==> src/tli_pkg.sv <==
`timescale 1ns / 1ps

package tli_pkg;

    localparam int TABLE_DEPTH = 256;
    localparam int SLOT_W      = 8;
    localparam int CNT_W       = 9;
    localparam int ENERGY_W    = 40;
    localparam int VALUE_W     = 32;
    localparam int STATUS_W    = 2;
    localparam int QUO_W       = 32;
    localparam int DIV_CNT_W   = $clog2(QUO_W);

    localparam logic REQ_WRITE = 1'b0;
    localparam logic REQ_QUERY = 1'b1;

    localparam logic [STATUS_W-1:0] ST_EXACT  = 2'd0;
    localparam logic [STATUS_W-1:0] ST_INTERP = 2'd1;
    localparam logic [STATUS_W-1:0] ST_ABOVE  = 2'd2;
    localparam logic [STATUS_W-1:0] ST_BELOW  = 2'd3;

    typedef enum logic [7:0] {
        S_IDLE  = 8'b0000_0001,
        S_SCAN  = 8'b0000_0010,
        S_MUL0  = 8'b0000_0100,
        S_MUL1  = 8'b0000_1000,
        S_DINIT = 8'b0001_0000,
        S_DIV   = 8'b0010_0000,
        S_FIX   = 8'b0100_0000,
        S_DONE  = 8'b1000_0000
    } t_state;

    typedef struct packed {
        logic wr;
        logic start;
        logic scan;
        logic mul0;
        logic mul1;
        logic dinit;
        logic div;
        logic fix;
        logic load_out;
    } t_cmd;

    typedef struct packed {
        logic found;
        logic interp;
        logic div_last;
    } t_sts;

endpackage

==> src/tli_ctrl.sv <==
`timescale 1ns / 1ps

module tli_ctrl import tli_pkg::*; (
    input  logic i_clk,
    input  logic i_rst_n,
    input  logic i_req_valid,
    input  logic i_req_type,
    output logic o_req_ready,
    input  logic i_rsp_ready,
    output logic o_rsp_valid,
    input  t_sts i_sts,
    output t_cmd o_cmd
);

    t_state r_state;
    t_state n_state;
    logic   r_out_vld;
    logic   accept;

    assign o_req_ready = (r_state == S_IDLE) && i_rst_n;
    assign o_rsp_valid = r_out_vld;
    assign accept      = i_req_valid && o_req_ready;

    always_comb begin
        n_state        = r_state;
        o_cmd          = '0;
        unique case (r_state)
            S_IDLE: begin
                o_cmd.wr    = accept && (i_req_type == REQ_WRITE);
                o_cmd.start = accept && (i_req_type == REQ_QUERY);
                if (accept && (i_req_type == REQ_QUERY)) begin
                    n_state = S_SCAN;
                end
            end
            S_SCAN: begin
                o_cmd.scan = 1'b1;
                if (i_sts.found) begin
                    n_state = i_sts.interp ? S_MUL0 : S_DONE;
                end
            end
            S_MUL0: begin
                o_cmd.mul0 = 1'b1;
                n_state    = S_MUL1;
            end
            S_MUL1: begin
                o_cmd.mul1 = 1'b1;
                n_state    = S_DINIT;
            end
            S_DINIT: begin
                o_cmd.dinit = 1'b1;
                n_state     = S_DIV;
            end
            S_DIV: begin
                o_cmd.div = 1'b1;
                if (i_sts.div_last) begin
                    n_state = S_FIX;
                end
            end
            S_FIX: begin
                o_cmd.fix = 1'b1;
                n_state   = S_DONE;
            end
            S_DONE: begin
                if (!r_out_vld || i_rsp_ready) begin
                    o_cmd.load_out = 1'b1;
                    n_state        = S_IDLE;
                end
            end
            default: begin
                n_state = S_IDLE;
            end
        endcase
    end

    always_ff @(posedge i_clk) begin
        if (!i_rst_n) begin
            r_state   <= S_IDLE;
            r_out_vld <= 1'b0;
        end else begin
            r_state <= n_state;
            if (o_cmd.load_out) begin
                r_out_vld <= 1'b1;
            end else if (i_rsp_ready) begin
                r_out_vld <= 1'b0;
            end
        end
    end

endmodule

==> config.mk <==
export PLATFORM = sky130hd
export DESIGN_NAME = tli_ctrl
export DESIGN_NICKNAME = d
export VERILOG_FILES = /design/src/tli_pkg.sv /design/src/tli_ctrl.sv
export SDC_FILE = /design/constraint.sdc
export NUM_CORES = 1
export LEC_CHECK = 0
export BUFFER_PORTS_ARGS = -buffer_cell sky130_fd_sc_hd__buf_2
export CAP_MARGIN = 20
export CORE_AREA = 4 4 41 43
export CTS_CLUSTER_DIAMETER = 150
export DETAILED_ROUTE_END_ITERATION = 12
export DIE_AREA = 0 0 45 47
export PLACE_DENSITY_LB_ADDON = 0.1
export SLEW_MARGIN = 10
export SYNTH_ARGS = -nofsm -noshare
export SYNTH_HDL_FRONTEND = slang
export SYNTH_SLANG_ARGS = --single-unit
export TNS_END_PERCENT = 100
==> constraint.sdc <==
create_clock -name i_clk -period 2.63 [get_ports i_clk]
set_input_delay 0 -clock i_clk [delete_from_list [all_inputs] [get_ports i_clk]]
set_output_delay 0 -clock i_clk [all_outputs]
set_load 0.01 [all_outputs]
==> results of run 1 <==
==> kinds of logic (layout without fill, tap and decap cells) <==
family	Yosys count	count (layout)
buffers and inverters	6	30
DFF	9	9
AOI/OAI and AO/OA	7	7
xor gates and xnor gates	1	1
and+or+nand+nor	40	40
==> routing by layer <==
metal / share of wire [%] / track usage (%)
met2: 44 / 22.3
met5: 0 / 0
met3: 8.1 / 4.60
met4: 1.9 / 8.77
met1: 46 / 18.1
==> layout by cell type, fill, tap and decap left out, types with 2 or more instances in the layout <==
| master | n |
|---|---|
| buf_2 | 18 |
| nor2_1 | 9 |
| dfxtp_1 | 9 |
| inv_1 | 6 |
| nor2b_1 | 4 |
| nand2_1 | 4 |
| and3_1 | 4 |
| nand3_1 | 3 |
| nor3_1 | 3 |
| clkbuf_4 | 3 |
| nor4_1 | 2 |
| or4_4 | 2 |
| nand2b_1 | 2 |
| and3b_1 | 2 |
| a31oi_1 | 2 |
| nand4_1 | 2 |
==> power breakdown <==
group,total [W],switching [W],internal [W]
registers,0.000142,0.00000269,0.000139
logic,0.0000384,0.0000214,0.0000170
clock network,0.000106,0.0000479,0.0000584
total,0.000286,0.0000720,0.000214
==> path summary, 6_finish.rpt <==
kind,startpoint,end,slack (ns),cells after the start
max,r_state[7],r_state[7],0.49,5
max reg2reg,r_state[7],r_state[7],0.49,5
min reg2reg,r_state[5],r_state[6],0.64,3
min,i_rst_n,r_state[1],0.02,2
==> critical path, stage by stage, from the launching register on <==
cell and delay (ns):
dfxtp_1 0.33, or4_4 0.55, or4_4 0.53, o221a_4 0.30
a21bo_1 0.16, and3_1 0.17
==> final cells by class <==
class                           count  share of cell area (%)
Tap cell                           15                    2.85
Multi-Input combinational cell     48                    46.1
Timing Repair Buffer               20                    16.3
Clock buffer                        4                    3.98
Inverter                            6                    3.42
Sequential cell                     9                    27.3
==> metrics by stage <==
stage	cells	hold WS [ns]	util, %	setup slack (ns)	power [W]
6_report	102	0.0174	50.7	0.488	0.000286
5_1_grt	102	0.0310	50.7	0.420	0.000298
4_1_cts	102	0.0193	50.7	0.492	0.000286
3_5_place_dp	97	0.248	47.9	0.506	0.000182
3_3_place_gp	97	0.250	47.9	0.542	0.000181
2_1_floorplan	63	0.0503	-	0.577	0.000166
==> what timing repair did <==
| item | 4_1_cts | 5_1_grt |
|---|---|---|
| resized for setup | 0 | 0 |
| hold endpoints to repair | 1 | 0 |
| endpoints found under the setup margin | 0 | 0 |
| hold buffers | 1 | 0 |
==> flip-flops by register name (all words and copies together), names as in the netlist <==
| name | flops |
|---|---|
| o_rsp_valid | 1 |
| r_state | 8 |
==> metrics.yaml, run 1 <==
run:
  cap_violations: 0
synth:
  yosys_warnings: 0
  ys_seq_area_share_pct: 35.6
  synth_top_area_share_pct: 35.6
  synthTopCellsByArea: "dfxtp_1 36%, nor2_1 6.7%, and3_1 4.9%"
  synth_cells: 63
  synth-simple-area-share_pct: 45.4
  synthXorXnorAreaFrac_pct: 1.73
  synth_common_cells: "9 x dfxtp_1, 9 x nor2_1, 6 x inv_1"
  synth_top_family_by_area: "simple AND/OR/NAND/NOR gates"
  avgSynthCellArea_um2: 8.04
  synth_compound_area_share_pct: 12.8
  syn-num-nets: 71
  synth_async_sr_flop_share_pct: 0
  synth_largest_area_cell: "dfxtp_1"
  synth_ff_type: "dfxtp_1"
  synth_edf_count: 0
  ys_seq_elements: 9
  synthMuxAreaShare_pct: 0
  synthAdderAreaFrac_pct: 0
  synthesis.area_um2: 507
  synth_cell_types: 23
critical_path:
  worstSetupPathType: "reg2reg"
  cp.required_ns: 2.78
  end_kind: "register"
  cp-start-kind: "register"
  path_max_fanout: 5
  worstPathArrival_ns: 2.29
die:
  fp.dieH_um: 47
  num_io_pins: 19
  fp.dieW_um: 45
  rows: 13
  dieArea_um2: 2120
  start_util_pct: 38.9
  core_area_um2: 1300
sta:
  max_freq_mhz: 467
  relSlewSlack_pct: 67.4
  setup-tns-final_ns: 0
  finClkSkew_ns: 0.00544
  rsz0062_at_grt: "no"
  setup_viol: 0
  hold_viol: 0
  post-route-min-period_ns: 2.14
  worst_pin_slew_ns: 0.484
  maxSlewViolCount: 0
  fin_crit_sh_pct: 81.5
clock_network:
  cts_tree: "built"
  max-clock-path-buffers: 2
  root_buffer: "clkbuf_4"
  insertion_delay_ns: 0.26
  post_cts_buffers: 0
  h-tree-depth: 1
  path_clk_slew_ns: 0.06
  cts_sinks: 9
  cts_buffers: 3
drt:
  drt_iter0_drc: 14
  wl_um: 1280
  drtAntennaViolNets: 0
  drc: 0
  wl_per_cell_um: 12.6
  dr.pass1.iters: 4
  viasPerCell: 5.20
  vias: 530
finish:
  fillers: 145
  syn2layout_area_growth_pct: 30.1
  multi_input_area_um2: 304
  diodes: 0
  final_area_um2: 659
  final_layout_size_suffix_gt1_share_pct: 28.7
  fin_nets: 96
  seq_area_um2: 180
pwr:
  powerDensity_nw_per_um2: 434
  power_leakage_nw: 0.359
  vdd_drop_max_uv: 263
global_route:
  grt_overflow: 0
  antenna_found_initial: 0
  grt_first_pass_wirelength_um: 2150
  grt.total_usage_pct: 14.7
  grt_pass1_vias: 511
  grt_max_degree: 7
placement:
  post_dp_cell_area_um2: 623
  io_buffer_count: 18
  hpwl_um: 1070
  gp_congestion: 0.794
worst_hold_path:
  hold_class: "in2reg"
status:
  run_status: "complete, no violations"
Note: power is estimated with default switching activity, not from simulation.
==> run 2: changes to the inputs <==
==> constraint.sdc (replaced) <==
create_clock -name i_clk -period 2.1 [get_ports i_clk]
set_input_delay 0 -clock i_clk [delete_from_list [all_inputs] [get_ports i_clk]]
set_output_delay 0 -clock i_clk [all_outputs]
set_load 0.01 [all_outputs]
==> run 2 against run 1 <==
Net effect:
- register-to-register slack got worse by 0.42 ns
- via count increased by 0.75%
- critical path type unchanged
- setup slack got worse by 0.42 ns
- critical path depth unchanged
- utilization increased by 1.7 points
- worst hold slack got worse by 0.0075 ns
- power increased by 25%
- die area unchanged
- fmax increased by 5.4%
- sequential share of layout area decreased by 0.90 points
- sequential cell count unchanged
- final cell count increased by 2.9%
==> metrics.yaml, run 2 (synthesis results as in run 1) <==
sta:
  setup_viol: 0  # unchanged
  hold_viol: 0  # unchanged
  relSlewSlack_pct: 65.4  # was 67.4%
  maxSlewViolCount: 0  # unchanged
  fin_crit_sh_pct: 96.8  # was 81.5%
  finClkSkew_ns: 0.00158  # was 0.00544 ns
  max_freq_mhz: 492  # was 467 MHz
  worst_pin_slew_ns: 0.514  # was 0.484 ns
  rsz0062_at_grt: "no"  # unchanged
  whs_ns: 0.00989  # was 0.0174 ns
  post-route-min-period_ns: 2.03  # was 2.14 ns
  setup-tns-final_ns: 0  # unchanged
die:
  fp.dieH_um: 47  # unchanged
  fp.dieW_um: 45  # unchanged
  core_area_um2: 1300  # unchanged
  rows: 13  # unchanged
  num_io_pins: 19  # unchanged
  dieArea_um2: 2120  # unchanged
  start_util_pct: 38.9  # unchanged
placement:
  hpwl_um: 1030  # was 1070 um
  post_dp_cell_area_um2: 646  # was 623 um2
  io_buffer_count: 18  # unchanged
  gp_congestion: 0.752  # was 0.794
drt:
  dr.pass1.iters: 4  # unchanged
  drc: 0  # unchanged
  drtAntennaViolNets: 0  # unchanged
  drt_iter0_drc: 10  # was 14
  viasPerCell: 5.09  # was 5.20
  wl_per_cell_um: 11.8  # was 12.6 um
  wl_um: 1240  # was 1280 um
  vias: 534  # was 530
global_route:
  grt_pass1_vias: 504  # was 511
  grt_util_met2_pct: 21.2  # was 22.3%
  grt.total_usage_pct: 13.6  # was 14.7%
  grt_overflow: 0  # unchanged
  grt_max_degree: 7  # unchanged
  grt_first_pass_wirelength_um: 2050  # was 2150 um
  antenna_found_initial: 0  # unchanged
  grt_use_met3_pct: 4.98  # was 4.60%
  busiest_layer: "met2"  # unchanged
  use_met1_pct: 16.3  # was 18.1%
critical_path:
  cp-start-kind: "register"  # unchanged
  path_max_fanout: 5  # unchanged
  rrSetupSlack_ns: 0.07  # was 0.49 ns
  cp.required_ns: 2.26  # was 2.78 ns
  r2r-start: "r_state[7]"  # unchanged
  r2r_cells: 5  # unchanged
  worstSetupPathType: "reg2reg"  # unchanged
  end_kind: "register"  # unchanged
  worstPathArrival_ns: 2.19  # was 2.29 ns
  r2r_end: "r_state[7]"  # unchanged
worst_hold_path:
  worstHoldStart: "i_rst_n"  # unchanged
  hold_class: "in2reg"  # unchanged
  hold_end: "r_state[1]"  # unchanged
  min_path_cells: 2  # unchanged
clock_network:
  cts_sinks: 9  # unchanged
  cts_buffers: 3  # unchanged
  h-tree-depth: 1  # unchanged
  root_buffer: "clkbuf_4"  # unchanged
  cts_tree: "built"  # unchanged
  post_cts_resized: 0  # unchanged
  post_cts_buffers: 0  # unchanged
  path_clk_slew_ns: 0.06  # about the same
  insertion_delay_ns: 0.26  # about the same
  max-clock-path-buffers: 2  # unchanged
pwr:
  powerDensity_nw_per_um2: 526  # was 434 nW/um2
  vdd_drop_max_uv: 362  # was 263 uV
  power_leakage_nw: 0.374  # was 0.359 nW
finish:
  max_flop_register: "r_state"  # unchanged
  final_layout_size_suffix_gt1_share_pct: 31.1  # was 28.7%
  final_cell_mix: "18 x buf_2, 9 x nor2_1, 9 x dfxtp_1"  # unchanged
  diodes: 0  # unchanged
  mostFrequentLayoutCell: "buf_2"  # unchanged
  syn2layout_area_growth_pct: 34.6  # was 30.1%
  largest_reg_flops: 8  # unchanged
  fin_nets: 99  # was 96
  final_area_um2: 682  # was 659 um2
run:
  cap_violations: 0  # unchanged
status:
  run_status: "complete, no violations"  # unchanged
[run 2: how the worst max path moves through the flow]
stage | cells past startpoint | start | slack, ns | to
finish | 5 | r_state[7] | 0.07 | r_state[7]
global route | 5 | r_state[7] | 0.02 | r_state[7]
CTS | 5 | r_state[7] | 0.04 | r_state[7]
detailed placement | 5 | r_state[7] | 0.008 | r_state[7]
global placement | 5 | r_state[7] | 0.04 | r_state[7]
floorplan | 5 | r_state[7] | 0.05 | r_state[7]
[run 2: through the flow]
step / util, % / worst slack [ns] / total power (W) / std cells
after floorplan: - / 0.0466 / 0.000208 / 63
after global placement: 49.6 / 0.0434 / 0.000228 / 100
after detailed placement: 49.6 / 0.00800 / 0.000227 / 100
after CTS: 52.4 / 0.0387 / 0.000363 / 105
after global routing: 52.4 / 0.0200 / 0.000377 / 105
final: 52.4 / 0.0675 / 0.000359 / 105
[run 2: power by group]
part | total [W] | switching [W] | internal [W]
combinational | 0.0000488 | 0.0000274 | 0.0000214
clock | 0.000133 | 0.0000601 | 0.0000732
sequential | 0.000177 | 0.00000267 | 0.000174
total | 0.000359 | 0.0000902 | 0.000269
[run 2: per-layer routing]
| layer | vias to the layer above | wire length, um |
|---|---|---|
| met5 | - | 0 |
| met4 | 0 | 17 |
| met3 | 2 | 102 |
| met2 | 19 | 527 |
| met1 | 231 | 594 |
| li1 | 282 | - |
[run 2: area by class of cell]
class | instances | area, um2
Fill cell | 134 | 619
Multi-Input combinational cell | 48 | 304
Sequential cell | 9 | 180
Timing Repair Buffer | 23 | 130
Clock buffer | 4 | 26.3
Inverter | 6 | 22.5
Tap cell | 15 | 18.8
[run 2: worst max-delay path, cell delays in order, from the launching register on]
cell     delay [ns]
dfxtp_1        0.32
or4_4          0.55
or4_4          0.44
o221a_4        0.29
a21bo_1        0.17
and3_1         0.17
[run 2: what timing repair did]
action / in CTS / in global routing
endpoints found under the setup margin: 1 / 1
hold endpoints to repair: 1 / 0
pin swaps: 2 / 1
hold buffers: 1 / 0
gates cloned: 0 / 0
==> run 3: changes to the inputs <==
--- a/config.mk
+++ b/config.mk
@@ -8,6 +8,7 @@
 export BUFFER_PORTS_ARGS = -buffer_cell sky130_fd_sc_hd__buf_2
 export CAP_MARGIN = 20
 export CORE_AREA = 4 4 41 43
+export CTS_BUF_LIST = sky130_fd_sc_hd__clkbuf_16
 export CTS_CLUSTER_DIAMETER = 150
 export DETAILED_ROUTE_END_ITERATION = 12
 export DIE_AREA = 0 0 45 47
==> run 3 against run 2 <==
Net effect:
- fmax fell by 1.2%
- wire length up 13%
- utilization increased by 3.8 points
- first-iteration DRC count grew 20%
==> metrics.yaml, run 3 (synthesis results as in run 1) <==
sta:
  relSlewSlack_pct: 65.4  # about the same
  whs_ns: 0.00597  # was 0.00989 ns
  max_freq_mhz: 486  # was 492 MHz
  hold_viol: 0  # unchanged
  finClkSkew_ns: 0.00171  # was 0.00158 ns
  worst_pin_slew_ns: 0.514  # about the same
  setup_viol: 0  # unchanged
  maxSlewViolCount: 0  # unchanged
  post-route-min-period_ns: 2.06  # was 2.03 ns
  layout_setup_ws_ns: 0.0436  # was 0.0675 ns
  fin_crit_sh_pct: 97.9  # was 96.8%
pwr:
  p_sw_w: 0.000115  # was 0.0000902 W
  power_leakage_nw: 0.401  # was 0.374 nW
  powerDensity_nw_per_um2: 767  # was 526 nW/um2
  pwr-share-comb_pct: 9.3  # was 13.6%
  swShare_pct: 20.5  # was 25.1%
  vdd_drop_max_uv: 414  # was 362 uV
  p_clk_share_pct: 59.1  # was 37.2%
  power.internal_w: 0.000446  # was 0.000269 W
  power_w: 0.000561  # was 0.000359 W
  seq_power_share_pct: 31.7  # was 49.2%
finish:
  mostFrequentLayoutCell: "buf_2"  # unchanged
  fillers: 122  # was 134
  final_util_pct: 56.3  # was 52.4%
  largest_reg_flops: 8  # unchanged
  syn2layout_area_growth_pct: 44.4  # was 34.6%
  diodes: 0  # unchanged
  final_layout_size_suffix_gt1_share_pct: 32.2  # was 31.1%
  final_cell_mix: "18 x buf_2, 9 x nor2_1, 9 x dfxtp_1"  # unchanged
  fin_cells: 105  # unchanged
  max_flop_register: "r_state"  # unchanged
  multi_input_area_um2: 304  # unchanged
  seq_area_um2: 180  # unchanged
  fin_nets: 99  # unchanged
worst_hold_path:
  hold_class: "in2reg"  # unchanged
  min_path_cells: 3  # was 2
  worstHoldStart: "i_sts[1]"  # was i_rst_n
  hold_end: "r_state[2]"  # was r_state[1]
drt:
  wl_um: 1400  # was 1240 um
  drtAntennaViolNets: 0  # unchanged
  dr.pass1.iters: 4  # unchanged
  wl_per_cell_um: 13.3  # was 11.8 um
  drt_iter0_drc: 12  # was 10
  vias: 562  # was 534
  viasPerCell: 5.35  # was 5.09
  drc: 0  # unchanged
placement:
  hpwl_um: 1030  # unchanged
  place_ws_ns: 0.00800  # unchanged
  dp_cells: 100  # unchanged
  gp_congestion: 0.752  # unchanged
  io_buffer_count: 18  # unchanged
clock_network:
  cts_buffers: 3  # unchanged
  cts_tree: "built"  # unchanged
  insertion_delay_ns: 0.24  # was 0.26 ns
  max-clock-path-buffers: 2  # unchanged
  path_clk_slew_ns: 0.04  # was 0.06 ns
  root_buffer: "clkbuf_16"  # was clkbuf_4
  cts_sinks: 9  # unchanged
  h-tree-depth: 1  # unchanged
status:
  run_status: "complete, no violations"  # unchanged
critical_path:
  cp-start-kind: "register"  # unchanged
  r2r_end: "r_state[7]"  # unchanged
  crit_buf_inv: 0  # unchanged
  worstPathArrival_ns: 2.18  # was 2.19 ns
  r2r-start: "r_state[6]"  # was r_state[7]
  cp_top_family: "simple AND/OR/NAND/NOR gates"  # unchanged
  path_common_cell: "or4_4"  # unchanged
  end_kind: "register"  # unchanged
  cp.required_ns: 2.23  # was 2.26 ns
  critPathMaxStageDelay_ns: 0.55  # about the same
  path_max_fanout: 5  # unchanged
  cp_slowest_cell: "or4_4"  # unchanged
  worstSetupPathType: "reg2reg"  # unchanged
  cp_cell_sequence: "or4_4 -> or4_4 -> o221a_4 -> a21bo_1 -> and3_1"  # unchanged
  r2r_cells: 5  # unchanged
  rrSetupSlack_ns: 0.04  # was 0.07 ns
global_route:
  grt_first_pass_wirelength_um: 2220  # was 2050 um
  grt_overflow: 0  # unchanged
  antenna_found_initial: 0  # unchanged
  grt_pass1_vias: 525  # was 504
  grt_max_degree: 7  # unchanged
  grt.total_usage_pct: 15.5  # was 13.6%
run:
  cap_violations: 0  # unchanged
die:
  fp.dieH_um: 47  # unchanged
  fp.dieW_um: 45  # unchanged
  start_util_pct: 38.9  # unchanged
  num_io_pins: 19  # unchanged
  core_area_um2: 1300  # unchanged
  rows: 13  # unchanged
  dieArea_um2: 2120  # unchanged
run 3: changes by cell type in the layout (fill, tap and decap cells not counted), sizes merged:
cell / previous run / this run
dlygate4sd3: 1 / 0
inv: 6 / 7
clkbuf: 4 / 3
buf: 22 / 23
run 3: per-stage QoR:
stage | setup TNS (ns) | area [um2]
after floorplan | 0 | 507
after global placement | 0 | 646
after detailed placement | 0 | 646
after CTS | 0 | 724
after global routing | -0.00246 | 732
final | 0 | 732
run 3: what timing repair did:
| action | 4_1_cts | 5_1_grt |
|---|---|---|
| hold buffers | 0 | 0 |
| setup buffers | 0 | 1 |
| setup endpoints to repair | 0 | 1 |
| resized for setup | 0 | 0 |
run 3: tightest hold or removal path: stages:
cell and delay, ns:
buf_2 0.10, inv_1 0.04, nor3_1 0.04
run 3: cell type report:
cell class                 count  share of cell area, %
sequential                     9                   24.6
timing repair buffer          23                   17.4
clock buffer                   3                   10.3
multi-input combinational     48                   41.5
tap                           15                   2.56
clock inverter                 1                  0.513
inverter                       6                   3.08
run 3: how the worst max path moves through the flow:
| stage | start | to | slack, ns | depth (start not counted) |
|---|---|---|---|---|
| 6_report | r_state[6] | r_state[7] | 0.04 | 5 |
| 5_1_grt | r_state[6] | r_state[7] | -0.002 | 5 |
| 4_1_cts | r_state[7] | r_state[7] | 0.002 | 5 |
| 3_5_place_dp | r_state[7] | r_state[7] | 0.008 | 5 |
| 3_3_place_gp | r_state[7] | r_state[7] | 0.04 | 5 |
| 2_1_floorplan | r_state[7] | r_state[7] | 0.05 | 5 |
run 3: metal layers:
metal | GRT usage [%] | routed length [um] | up-vias | part of all wire, %
met4 | 12.3 | 50 | 0 | 3.6
met1 | 17.4 | 631 | 251 | 45
met5 | 0 | 0 | - | 0
met3 | 3.83 | 120 | 7 | 8.6
met2 | 24.9 | 596 | 23 | 43
li1 | - | - | 281 | -
run 3: power by group through the flow:
stage | Combinational (W) | Clock [W] | Sequential, W
5_1_grt | 0.0000579 | 0.000345 | 0.000178
6_report | 0.0000519 | 0.000332 | 0.000178
2_1_floorplan | 0.0000284 | 0 | 0.000180
3_3_place_gp | 0.0000473 | 0 | 0.000180
4_1_cts | 0.0000485 | 0.000335 | 0.000178
3_5_place_dp | 0.0000470 | 0 | 0.000180
